File: src/hw/rtl/packet_domain_name_extractor_assert.svh
// Assertion macros for the domain name extractor RTL, included by the back end.
// Depends on nothing; included inside module bodies.
`ifndef PACKET_DOMAIN_NAME_EXTRACTOR_ASSERT_SVH
`define PACKET_DOMAIN_NAME_EXTRACTOR_ASSERT_SVH

// Implication checked on every clock edge outside reset.
`define PDNE_ASSERT(lbl, ante, cons, msg) \
  lbl: assert property (@(posedge clk_i) disable iff (!rst_ni) (ante) |-> (cons)) \
    else $error(msg);

// Implication whose consequent is checked in the cycle after the antecedent.
`define PDNE_ASSERT_NEXT(lbl, ante, cons, msg) \
  lbl: assert property (@(posedge clk_i) disable iff (!rst_ni) (ante) |=> (cons)) \
    else $error(msg);

`endif

File: src/hw/rtl/pdne_pkg.sv
// Package for the domain name extractor: payload structs, codes, constants.
// Depends on nothing.
`default_nettype none
package pdne_pkg;
  typedef struct packed {
    logic [7:0] frame_byte;
    logic       frame_end;
  } in_item_t;

  typedef struct packed {
    logic [1:0]  kind;
    logic [7:0]  name_char;
    logic        source;
    logic [15:0] name_length;
    logic [15:0] frame_bytes;
    logic        run_last;
  } out_item_t;

  localparam logic [1:0] KIND_CHAR  = 2'd0;
  localparam logic [1:0] KIND_FOUND = 2'd1;
  localparam logic [1:0] KIND_NONE  = 2'd2;

  localparam logic [1:0] REG_DNS_PORT = 2'd0;
  localparam logic [1:0] REG_WEB_A    = 2'd1;
  localparam logic [1:0] REG_WEB_B    = 2'd2;
  localparam logic [1:0] REG_WEB_C    = 2'd3;

  localparam logic [7:0] PROTO_UDP = 8'd17;
  localparam logic [7:0] PROTO_TCP = 8'd6;
  localparam logic [7:0] CH_CR    = 8'h0d;
  localparam logic [7:0] CH_LF    = 8'h0a;
  localparam logic [7:0] CH_COLON = 8'h3a;
  localparam logic [7:0] CH_DOT   = 8'h2e;
  localparam logic [7:0] CH_G     = 8'h47;
  localparam logic [7:0] CH_P     = 8'h50;
  localparam logic [7:0] CH_H     = 8'h48;
  localparam int unsigned DNS_HDR_BYTES = 12;

  localparam logic [47:0] HOST_KEY = 48'h486f73743a20;  // "Host: "

  // Front-to-back command: up to three results caused by one byte.
  typedef struct packed {
    logic [1:0]  cnt;        // results in this command, 1..3
    out_item_t   r0;
    out_item_t   r1;
    out_item_t   r2;
  } cmd_t;

  function automatic logic [7:0] host_key_char(input logic [2:0] idx);
    logic [7:0] c;
    c = 8'h00;
    unique case (idx)
      3'd0: c = HOST_KEY[47:40];
      3'd1: c = HOST_KEY[39:32];
      3'd2: c = HOST_KEY[31:24];
      3'd3: c = HOST_KEY[23:16];
      3'd4: c = HOST_KEY[15:8];
      3'd5: c = HOST_KEY[7:0];
      default: c = 8'h00;
    endcase
    return c;
  endfunction
endpackage
`default_nettype wire

File: src/hw/rtl/pdne_regs.sv
// APB register file holding the port numbers.
// Depends on pdne_pkg.
`default_nettype none
module pdne_regs (
  input  wire logic        clk_i,
  input  wire logic        rst_ni,
  input  wire logic        psel,
  input  wire logic        penable,
  input  wire logic        pwrite,
  input  wire logic [3:0]  paddr,
  input  wire logic [31:0] pwdata,
  output logic [31:0]      prdata,
  output logic             pready,
  output logic [15:0]      dns_port_o,
  output logic [15:0]      web_a_o,
  output logic [15:0]      web_b_o,
  output logic [15:0]      web_c_o
);
  import pdne_pkg::*;

  logic [15:0] dns_q, wa_q, wb_q, wc_q;
  logic        wr;
  logic [1:0]  idx;

  assign pready = 1'b1;
  assign wr  = psel && penable && pwrite;
  assign idx = paddr[3:2];

  always_ff @(posedge clk_i or negedge rst_ni) begin
    if (!rst_ni) begin
      dns_q <= 16'd53;
      wa_q  <= 16'd80;
      wb_q  <= 16'd443;
      wc_q  <= 16'd8080;
    end else if (wr && paddr[1:0] == 2'b00) begin
      unique case (idx)
        REG_DNS_PORT: dns_q <= pwdata[15:0];
        REG_WEB_A:    wa_q  <= pwdata[15:0];
        REG_WEB_B:    wb_q  <= pwdata[15:0];
        REG_WEB_C:    wc_q  <= pwdata[15:0];
        default: ;
      endcase
    end
  end

  always_comb begin
    unique case (idx)
      REG_DNS_PORT: prdata = {16'h0, dns_q};
      REG_WEB_A:    prdata = {16'h0, wa_q};
      REG_WEB_B:    prdata = {16'h0, wb_q};
      REG_WEB_C:    prdata = {16'h0, wc_q};
      default:      prdata = 32'h0;
    endcase
  end

  assign dns_port_o = dns_q;
  assign web_a_o    = wa_q;
  assign web_b_o    = wb_q;
  assign web_c_o    = wc_q;
endmodule
`default_nettype wire

File: src/hw/rtl/pdne_front.sv
// Front end: parses frame bytes and turns each into a command of 0..3 results.
// Depends on pdne_pkg.
`default_nettype none
module pdne_front #(
  parameter int unsigned LinkHeaderBytes = 14,
  parameter int unsigned MaxLabel = 63
) (
  input  wire logic               clk_i,
  input  wire logic               rst_ni,
  input  wire logic               step_i,
  input  wire pdne_pkg::in_item_t item_i,
  input  wire logic [15:0]        dns_port_i,
  input  wire logic [15:0]        web_a_i,
  input  wire logic [15:0]        web_b_i,
  input  wire logic [15:0]        web_c_i,
  output logic                    cmd_vld_o,
  output pdne_pkg::cmd_t          cmd_o
);
  import pdne_pkg::*;

  typedef enum logic [2:0] {
    PH_HDR, PH_IGNORE, PH_DNS_LEN, PH_DNS_LABEL,
    PH_HTTP_FIRST, PH_HTTP_SEARCH, PH_HTTP_HOST, PH_DONE
  } phase_e;

  typedef enum logic [1:0] {TK_NONE, TK_UDP, TK_TCP} tk_e;

  localparam logic [15:0] IpOff = 16'(LinkHeaderBytes);

  logic [15:0] pos_q, pos_d;
  logic [3:0]  hw_q, hw_d;
  tk_e         tk_q, tk_d;
  logic [15:0] sp_q, sp_d, dp_q, dp_d;
  logic [3:0]  thw_q, thw_d;
  phase_e      ph_q, ph_d;
  logic [5:0]  lr_q, lr_d;
  logic        fl_q, fl_d;
  logic [2:0]  mi_q, mi_d;
  logic        hr_q, hr_d;
  logic        cs_q, cs_d;
  logic [15:0] nc_q, nc_d;

  logic [7:0]  b;
  logic [16:0] tpos;
  logic [16:0] rel;
  logic        in_tp;
  logic [1:0]  n;
  out_item_t   r [3];
  logic        src;
  logic [5:0]  thw_end;
  logic        ok;

  assign b    = item_i.frame_byte;
  assign src  = (tk_q == TK_TCP);
  assign tpos = {1'b0, IpOff} + {11'd0, hw_q, 2'b00};
  assign rel  = {1'b0, pos_q} - tpos;
  assign in_tp = ({1'b0, pos_q} >= tpos);
  assign thw_end = {thw_q, 2'b00} - 6'd1;

  always_comb begin
    out_item_t ch;
    logic      match;
    pos_d = pos_q; hw_d = hw_q; tk_d = tk_q; sp_d = sp_q; dp_d = dp_q;
    thw_d = thw_q; ph_d = ph_q; lr_d = lr_q; fl_d = fl_q; mi_d = mi_q;
    hr_d = hr_q; cs_d = cs_q; nc_d = nc_q;
    n = 2'd0;
    ch = '0;
    match = 1'b0;
    for (int k = 0; k < 3; k++) r[k] = '0;

    unique case (ph_q)
      PH_HDR: begin
        if (pos_q == IpOff) begin
          hw_d = b[3:0];
          if (b[7:4] != 4'd4 || b[3:0] < 4'd5) ph_d = PH_IGNORE;
        end else if (pos_q == IpOff + 16'd9) begin
          if (b == PROTO_UDP) tk_d = TK_UDP;
          else if (b == PROTO_TCP) tk_d = TK_TCP;
          else ph_d = PH_IGNORE;
        end else if (tk_q != TK_NONE && in_tp) begin
          if (rel == 17'd0) sp_d = {b, 8'h00};
          else if (rel == 17'd1) sp_d = {sp_q[15:8], b};
          else if (rel == 17'd2) dp_d = {b, 8'h00};
          else if (rel == 17'd3) begin
            dp_d = {dp_q[15:8], b};
            if (tk_q == TK_UDP) begin
              if (sp_q != dns_port_i && dp_d != dns_port_i) ph_d = PH_IGNORE;
            end else if (dp_d != web_a_i && dp_d != web_b_i && dp_d != web_c_i) begin
              ph_d = PH_IGNORE;
            end
          end
          if (tk_q == TK_UDP) begin
            if (rel == 17'(8 + DNS_HDR_BYTES - 1)) ph_d = PH_DNS_LEN;
          end else begin
            if (rel == 17'd12) begin
              thw_d = b[7:4];
              if (b[7:4] < 4'd5) ph_d = PH_IGNORE;
            end else if (rel > 17'd12 && rel == {11'd0, thw_end}) begin
              ph_d = PH_HTTP_FIRST;
            end
          end
        end
      end
      PH_DNS_LEN: begin
        if (b == 8'd0) ph_d = PH_DONE;
        else if ({24'd0, b} > MaxLabel) ph_d = PH_IGNORE;
        else begin
          if (!fl_q) begin
            if (nc_d != 16'hffff) nc_d = nc_d + 16'd1;
            r[0] = '{kind: KIND_CHAR, name_char: CH_DOT, source: src,
                     name_length: nc_d, frame_bytes: 16'd0, run_last: 1'b0};
            n = 2'd1;
          end
          fl_d = 1'b0;
          lr_d = b[5:0];
          ph_d = PH_DNS_LABEL;
        end
      end
      PH_DNS_LABEL: begin
        if (nc_d != 16'hffff) nc_d = nc_d + 16'd1;
        r[0] = '{kind: KIND_CHAR, name_char: b, source: src,
                 name_length: nc_d, frame_bytes: 16'd0, run_last: 1'b0};
        n = 2'd1;
        if (lr_q != 6'd0) lr_d = lr_q - 6'd1;
        if (lr_d == 6'd0) ph_d = PH_DNS_LEN;
      end
      PH_HTTP_FIRST, PH_HTTP_SEARCH: begin
        if (ph_q == PH_HTTP_FIRST && b != CH_G && b != CH_P && b != CH_H) begin
          ph_d = PH_IGNORE;
        end else begin
          ph_d = PH_HTTP_SEARCH;
          match = (mi_q < 3'd6) && (b == host_key_char(mi_q));
          if (match) begin
            if (mi_q == 3'd5) begin
              mi_d = 3'd0;
              ph_d = PH_HTTP_HOST;
            end else begin
              mi_d = mi_q + 3'd1;
            end
          end else begin
            mi_d = (b == CH_H) ? 3'd1 : 3'd0;
          end
        end
      end
      PH_HTTP_HOST: begin
        if (hr_q && b == CH_LF) begin
          hr_d = 1'b0;
          ph_d = PH_DONE;
        end else begin
          if (hr_q) begin
            hr_d = 1'b0;
            if (!cs_q) begin
              if (nc_d != 16'hffff) nc_d = nc_d + 16'd1;
              r[0] = '{kind: KIND_CHAR, name_char: CH_CR, source: src,
                       name_length: nc_d, frame_bytes: 16'd0, run_last: 1'b0};
              n = 2'd1;
            end
          end
          if (b == CH_CR) hr_d = 1'b1;
          else if (cs_q) begin
          end else if (b == CH_COLON) cs_d = 1'b1;
          else begin
            if (nc_d != 16'hffff) nc_d = nc_d + 16'd1;
            ch = '{kind: KIND_CHAR, name_char: b, source: src,
                   name_length: nc_d, frame_bytes: 16'd0, run_last: 1'b0};
            r[n] = ch;
            n = n + 2'd1;
          end
        end
      end
      default: ;
    endcase

    if (pos_q != 16'hffff) pos_d = pos_q + 16'd1;

    ok = 1'b0;
    if (item_i.frame_end) begin
      ok = (nc_d != 16'd0) && (ph_d == PH_DONE ||
           (tk_d == TK_UDP && (ph_d == PH_DNS_LEN || ph_d == PH_DNS_LABEL)));
      if (ok) r[n] = '{kind: KIND_FOUND, name_char: 8'd0, source: (tk_d == TK_TCP),
                       name_length: nc_d, frame_bytes: pos_d, run_last: 1'b0};
      else    r[n] = '{kind: KIND_NONE, name_char: 8'd0, source: 1'b0,
                       name_length: 16'd0, frame_bytes: pos_d, run_last: 1'b0};
      n = n + 2'd1;
      pos_d = '0; hw_d = '0; tk_d = TK_NONE; sp_d = '0; dp_d = '0; thw_d = '0;
      ph_d = PH_HDR; lr_d = '0; fl_d = 1'b1; mi_d = '0; hr_d = 1'b0;
      cs_d = 1'b0; nc_d = '0;
    end
    if (n != 2'd0) r[n - 2'd1].run_last = 1'b1;
  end

  always_ff @(posedge clk_i or negedge rst_ni) begin
    if (!rst_ni) begin
      pos_q <= '0; hw_q <= '0; tk_q <= TK_NONE; sp_q <= '0; dp_q <= '0;
      thw_q <= '0; ph_q <= PH_HDR; lr_q <= '0; fl_q <= 1'b1; mi_q <= '0;
      hr_q <= 1'b0; cs_q <= 1'b0; nc_q <= '0;
    end else if (step_i) begin
      pos_q <= pos_d; hw_q <= hw_d; tk_q <= tk_d; sp_q <= sp_d; dp_q <= dp_d;
      thw_q <= thw_d; ph_q <= ph_d; lr_q <= lr_d; fl_q <= fl_d; mi_q <= mi_d;
      hr_q <= hr_d; cs_q <= cs_d; nc_q <= nc_d;
    end
  end

  assign cmd_vld_o       = step_i && (n != 2'd0);
  assign cmd_o.cnt       = n;
  assign cmd_o.r0        = r[0];
  assign cmd_o.r1        = r[1];
  assign cmd_o.r2        = r[2];
endmodule
`default_nettype wire

File: src/hw/rtl/pdne_back.sv
// Back end: command queue and serializer that hands out one result per pop.
// Depends on pdne_pkg and the assertion macro header.
`default_nettype none
module pdne_back #(
  parameter int unsigned Depth = 4
) (
  input  wire logic             clk_i,
  input  wire logic             rst_ni,
  input  wire logic             cmd_vld_i,
  input  wire pdne_pkg::cmd_t   cmd_i,
  output logic                  full_o,
  output logic                  empty_o,
  input  wire logic             pop_i,
  output pdne_pkg::out_item_t   item_o
);
  import pdne_pkg::*;
  `include "packet_domain_name_extractor_assert.svh"

  localparam int unsigned AW = (Depth > 1) ? $clog2(Depth) : 1;

  cmd_t            mem_q [Depth];
  logic [AW-1:0]   wp_q, rp_q;
  logic [AW:0]     cnt_q;
  logic [1:0]      sub_q;
  logic            push, pop_cmd, take;
  cmd_t            head;

  assign head    = mem_q[rp_q];
  assign empty_o = (cnt_q == '0);
  assign full_o  = (cnt_q == (AW+1)'(Depth));
  assign push    = cmd_vld_i;
  assign take    = pop_i && !empty_o;
  assign pop_cmd = take && (sub_q == head.cnt - 2'd1);

  always_comb begin
    unique case (sub_q)
      2'd0:    item_o = head.r0;
      2'd1:    item_o = head.r1;
      default: item_o = head.r2;
    endcase
  end

  always_ff @(posedge clk_i) begin
    if (push) mem_q[wp_q] <= cmd_i;
  end

  always_ff @(posedge clk_i or negedge rst_ni) begin
    if (!rst_ni) begin
      wp_q <= '0; rp_q <= '0; cnt_q <= '0; sub_q <= '0;
    end else begin
      if (push) wp_q <= (wp_q == AW'(Depth - 1)) ? '0 : wp_q + 1'b1;
      if (pop_cmd) rp_q <= (rp_q == AW'(Depth - 1)) ? '0 : rp_q + 1'b1;
      // advance within a command, wrap to the next on its last result
      if (take) sub_q <= pop_cmd ? 2'd0 : sub_q + 2'd1;
      cnt_q <= cnt_q + (AW+1)'(push) - (AW+1)'(pop_cmd);
    end
  end

  `PDNE_ASSERT(a_no_overflow, push, !full_o, "command pushed into full queue")
  `PDNE_ASSERT(a_sub_in_range, !empty_o, sub_q < head.cnt, "result index past command")
  `PDNE_ASSERT(a_last_flag, take, item_o.run_last == pop_cmd, "run_last mismatch")
  `PDNE_ASSERT_NEXT(a_cnt_track, push && !pop_cmd, cnt_q == $past(cnt_q) + 1'b1,
                    "occupancy not advanced")
endmodule
`default_nettype wire

File: src/hw/rtl/packet_domain_name_extractor.sv
// Domain name extractor for a byte stream of Ethernet frames.
// Channels: input queue (push/full) taking one frame byte and a last-byte flag per
// transfer; output queue (empty/pop) giving name characters and one verdict per frame.
// Config: APB port with four 16-bit port registers at byte addresses 0,4,8,12.
// Throughput: one byte per cycle while full is low. Each byte is parsed in the cycle
// it is taken; its 0..3 results enter a four-entry command queue as one command, and
// its first result is on the output once that command reaches the head. The output
// side hands out one result per cycle while pop is high, so a byte that causes two
// or three results (host CR plus char, char plus verdict) needs that many pops; the
// queue absorbs such bytes and full rises only when four commands wait.
// Stall: when pop stays low the queue fills and full rises; bytes are held
// upstream, nothing is dropped.
// Reset: clears the parser to the start of a frame, empties the queue and loads
// the port registers with 53, 80, 443 and 8080.
// A none verdict tells the receiver to discard the characters of that frame.
`default_nettype none
module packet_domain_name_extractor #(
  parameter int unsigned LINK_HEADER_BYTES = 14,
  parameter int unsigned MAX_LABEL = 63
) (
  input  wire logic                clk_i,
  input  wire logic                rst_ni,
  input  wire logic                push,
  output logic                     full,
  input  wire pdne_pkg::in_item_t  in_item_i,
  output logic                     empty,
  input  wire logic                pop,
  output pdne_pkg::out_item_t      out_item_o,
  input  wire logic                psel,
  input  wire logic                penable,
  input  wire logic                pwrite,
  input  wire logic [3:0]          paddr,
  input  wire logic [31:0]         pwdata,
  output logic [31:0]              prdata,
  output logic                     pready
);
  import pdne_pkg::*;

  logic [15:0] dns_port, web_a, web_b, web_c;
  logic        cmd_vld, q_full, step;
  cmd_t        cmd;

  assign full = q_full;
  assign step = push && !q_full;

  pdne_regs u_regs (
    .clk_i, .rst_ni, .psel, .penable, .pwrite, .paddr, .pwdata, .prdata, .pready,
    .dns_port_o(dns_port), .web_a_o(web_a), .web_b_o(web_b), .web_c_o(web_c)
  );

  pdne_front #(.LinkHeaderBytes(LINK_HEADER_BYTES), .MaxLabel(MAX_LABEL)) u_front (
    .clk_i, .rst_ni, .step_i(step), .item_i(in_item_i),
    .dns_port_i(dns_port), .web_a_i(web_a), .web_b_i(web_b), .web_c_i(web_c),
    .cmd_vld_o(cmd_vld), .cmd_o(cmd)
  );

  pdne_back #(.Depth(4)) u_back (
    .clk_i, .rst_ni, .cmd_vld_i(cmd_vld), .cmd_i(cmd), .full_o(q_full),
    .empty_o(empty), .pop_i(pop), .item_o(out_item_o)
  );
endmodule
`default_nettype wire
File: config.mk
export PLATFORM = sky130hd
export DESIGN_NAME = packet_domain_name_extractor
export DESIGN_NICKNAME = d
export VERILOG_FILES = /design/src/hw/rtl/pdne_pkg.sv /design/src/hw/rtl/pdne_regs.sv /design/src/hw/rtl/pdne_front.sv /design/src/hw/rtl/pdne_back.sv /design/src/hw/rtl/packet_domain_name_extractor.sv
export VERILOG_INCLUDE_DIRS = /design/src /design/src/hw/rtl
export SDC_FILE = /design/constraint.sdc
export NUM_CORES = 1
export LEC_CHECK = 0
export ABC_AREA = 1
export BUFFER_PORTS_ARGS = -buffer_cell sky130_fd_sc_hd__buf_2
export CAP_MARGIN = 5
export CELL_PAD_IN_SITES_DETAIL_PLACEMENT = 0
export CELL_PAD_IN_SITES_GLOBAL_PLACEMENT = 1
export CORE_MARGIN = 5
export CORE_UTILIZATION = 44
export CTS_CLUSTER_SIZE = 30
export DETAILED_ROUTE_END_ITERATION = 6
export PLACE_DENSITY_LB_ADDON = 0.2
export RECOVER_POWER = 25
export SLEW_MARGIN = 25
export SYNTH_ARGS = -nofsm -noshare
export SYNTH_HDL_FRONTEND = slang
export SYNTH_HIERARCHICAL = 1
export SYNTH_SLANG_ARGS = --single-unit
File: constraint.sdc
create_clock -name clk_i -period 6.3 [get_ports clk_i]
set_input_delay 0.63 -clock clk_i [delete_from_list [all_inputs] [get_ports clk_i]]
set_output_delay 0.63 -clock clk_i [all_outputs]
set_load 0.05 [all_outputs]
==> results.cfg <==
[yosys]
yosys.area.top_type = edfxtp_1
synth_top_area_share_pct = 45.4
avgSynthCellArea_um2 = 8.93
async_flop_share_pct = 22.3
ys.flop_type = edfxtp_1
synth_area_mm2 = 0.0355
synth.area.top_cells = edfxtp_1 (45%), nand2_1 (11%), dfrtp_1 (9.4%)
synth_cells = 3971
synth_commonest_cells = nand2_1 (1036), edfxtp_1 (536), nor2_1 (528)
yosys_warnings = 6
synth_edf_count = 536
yosysMostFrequentCell = nand2_1
yosysSeqAreaShare_pct = 56.3
synth-seq-cells = 690
ys_types = 61

[cts]
cts_tree = done
cts_hold_buf = 1
cts_buffer_depth = 3
numCtsBuffers = 77
root_buffer = clkbuf_16
clkTransAtPathRegs_ns = 0.06
postCtsSetupRepairBufs = 0
cts-htree-levels = 3
cts.sinks = 690
clkLatencyLatePin_ns = 0.64
cts_resized = 0

[worst_setup_path]
critPathLaunch = u_back/cnt_q[1]
arrival_ns = 5.78
cp.required_ns = 6.60
reg2reg_depth = 10
r2r-start = u_back/cnt_q[1]
slowest_stage = nor2_1
critPathMaxFanout = 49
cp-start-kind = flop
reg2reg_slack_ns = 0.83
crit_buf_inv = 5
cp_cell_sequence = inv_1 > nand2_1 > nor2_1 > nor2_1 > clkbuf_1 > o21ai_0 > inv_1 > nand2_1 > inv_6 > buf_4
setup.worst_path.end = u_back/mem_q[0][23]
path_delay_family = buffers and inverters
critical_path_class = flop to flop
reg2reg_to = u_back/mem_q[0][23]
cp-end-kind = flop
cp.depth = 10
critPathMaxStageDelay_ns = 1.64

[drt]
vias = 27900
drt_iter0_markers = 2339
drtAntennaViolNets = 0
routed_wl_mm = 103
viasPerCell = 5.44
drc = 0
firstDrtPassIters = 6
post_drt_wl_per_cell_um = 20.1

[global_route]
grt-ovfl-total = 0
grt_usage_pct = 23.4
grt_max_degree = 164
antenna_found_initial = 4
grt_pass1_vias = 26500
grt_pass1_wl_mm = 159

[placement]
place_congestion = 0.906
hpwl_mm = 66.8
place_area_mm2 = 0.0368
port_buffers = 97

[timing]
setup-violations-final = 0
max_slew_margin_pct = -77.9
hold_violations = 0
worst_pin_slew_ns = 2.67
fin_crit_ns = 5.47
timing.setup.tns_ns = 0
drv_slew = 362
finClkSkew_ns = 0.0315
holdWs_ns = 0.260
rsz0062_at_grt = false
finalCritPeriodShare_pct = 86.9
fmax_ghz = 0.183

[power]
switching_share_pct = 43.0
total_power_mw = 17.3
cellLeakagePower_nw = 15.9
clkPwrFrac_pct = 25.6
intPower_mw = 9.86
p_sw_mw = 7.45
vdd_drop_max_v = 0.000311
comb_power_share_pct = 39.5
power_density_mw_per_mm2 = 441
seqPwrFrac_pct = 34.9

[finish]
area_growth_pct = 10.7
fin_nets = 4101
stdcell_area_mm2 = 0.0393
drive_gt1_share_pct = 9.23

[hold_path]
hold_class = input pin to flop

[outcome]
status = complete, but fails checks
violations = capacitance limit, slew limit

[die]
fp.dieW_um = 294
ios = 131
chipHeight_um = 294
initial_core_util_pct = 44.2
fp.dieArea_mm2 = 0.0864
row_count = 104
core_mm2 = 0.0803

[flow_run]
drv_cap = 11
[worst min path at each step]
| stage | slack [ns] | depth (start not counted) | end | from |
|---|---|---|---|---|
| after floorplan | 0.33 | 0 | u_back/cnt_q[0] | rst_ni |
| after global placement | 0.45 | 1 | u_back/cnt_q[2] | u_back/cnt_q[1] |
| after detailed placement | 0.46 | 1 | u_back/cnt_q[2] | u_back/cnt_q[1] |
| after CTS | 0.22 | 3 | u_regs/web_c_o[12] | pwdata[12] |
| after global routing | 0.24 | 3 | u_regs/web_c_o[12] | pwdata[12] |
| final | 0.26 | 3 | u_regs/web_c_o[12] | pwdata[12] |
[cell usage in the layout (no fill, tap or decap), types with 11 or more instances in the layout]
cell       netlist  layout
clkbuf_1        77      41
nor2_2          23      22
dfrtp_1        133     131
clkinv_2         0      13
conb_1           3      25
o21ai_1         32      32
buf_4           35      48
nand2_2         26      24
dfstp_2         21      21
nor3_1          27      26
clkbuf_16        0      77
a21oi_1         57      56
clkinv_1         5      14
nor2_1         528     530
edfxtp_1       536     536
nand4_1        148     148
buf_2           89      79
inv_1          311     308
inv_2           18      16
o31ai_1         11      11
nand2_1       1036    1038
xor2_1          47      47
ha_1            33      31
o21ai_0        323     322
o22ai_1        172     172
nand3_1        152     156
[layout make-up]
class	instances	area, um2
fill	7602	41000
sequential	690	20000
multi-input combinational	2744	13100
clock buffer	102	2110
tap	1060	1330
inverter	335	1290
timing repair buffer	166	1080
clock inverter	38	402
antenna	2	5.00
[per-layer routing]
metal / track usage (%) / vias to the layer above / wire length [um]
met5: 0.721 / - / 108
met4: 5.76 / 6 / 2050
met3: 3.17 / 126 / 5950
met2: 36.6 / 805 / 46500
met1: 34.9 / 13400 / 48700
li1: - / 13600 / -
[power by group through the flow]
stage	registers, mW	logic [mW]	clock network (mW)
after floorplan	5.94	5.03	0
after global placement	6.12	6.86	0
after detailed placement	6.12	6.87	0
after CTS	6.04	6.89	4.52
after global routing	6.11	7.52	4.71
final	6.04	6.84	4.42
[flip-flops by register name (all words and copies together) (netlist names), 2 cells and up]
name	count
u_back/cnt_q	3
u_back/mem_q	536
u_back/rp_q	2
u_back/sub_q	2
u_back/wp_q	2
u_front/dp_q	8
u_front/hw_q	4
u_front/lr_q	6
u_front/mi_q	3
u_front/nc_q	16
u_front/ph_q	3
u_front/pos_q	16
u_front/sp_q	16
u_front/thw_q	4
u_front/tk_q	2
u_regs/dns_port_o	16
u_regs/web_a_o	16
u_regs/web_b_o	16
u_regs/web_c_o	16
[stage by stage]
| step | worst slack [ns] | util (%) | instances |
|---|---|---|---|
| final | 0.826 | 48.9 | 5137 |
| after global routing | 0.512 | 48.9 | 5136 |
| after CTS | 1.32 | 49.0 | 5134 |
| after detailed placement | 1.08 | 45.9 | 4993 |
| after global placement | 1.13 | 45.9 | 4993 |
| after floorplan | 0.0959 | - | 3993 |
[cells by family after synthesis]
family / synth area share (%)
xor+xnor: 1.28
buf+inv: 7.01
fa+ha+maj: 1.28
flops: 56.3
simple gates: 23.8
compound gates: 10.3
other cells: 0.0317
[worst reg2reg max path: cells and delay by family, from the launching register on]
family	cells	cell delay, ns
simple gates	4	2.01
flops	1	0.36
compound gates	1	0.25
buf+inv	5	2.52
No activity file was read; power rests on OpenSTA's default activity.
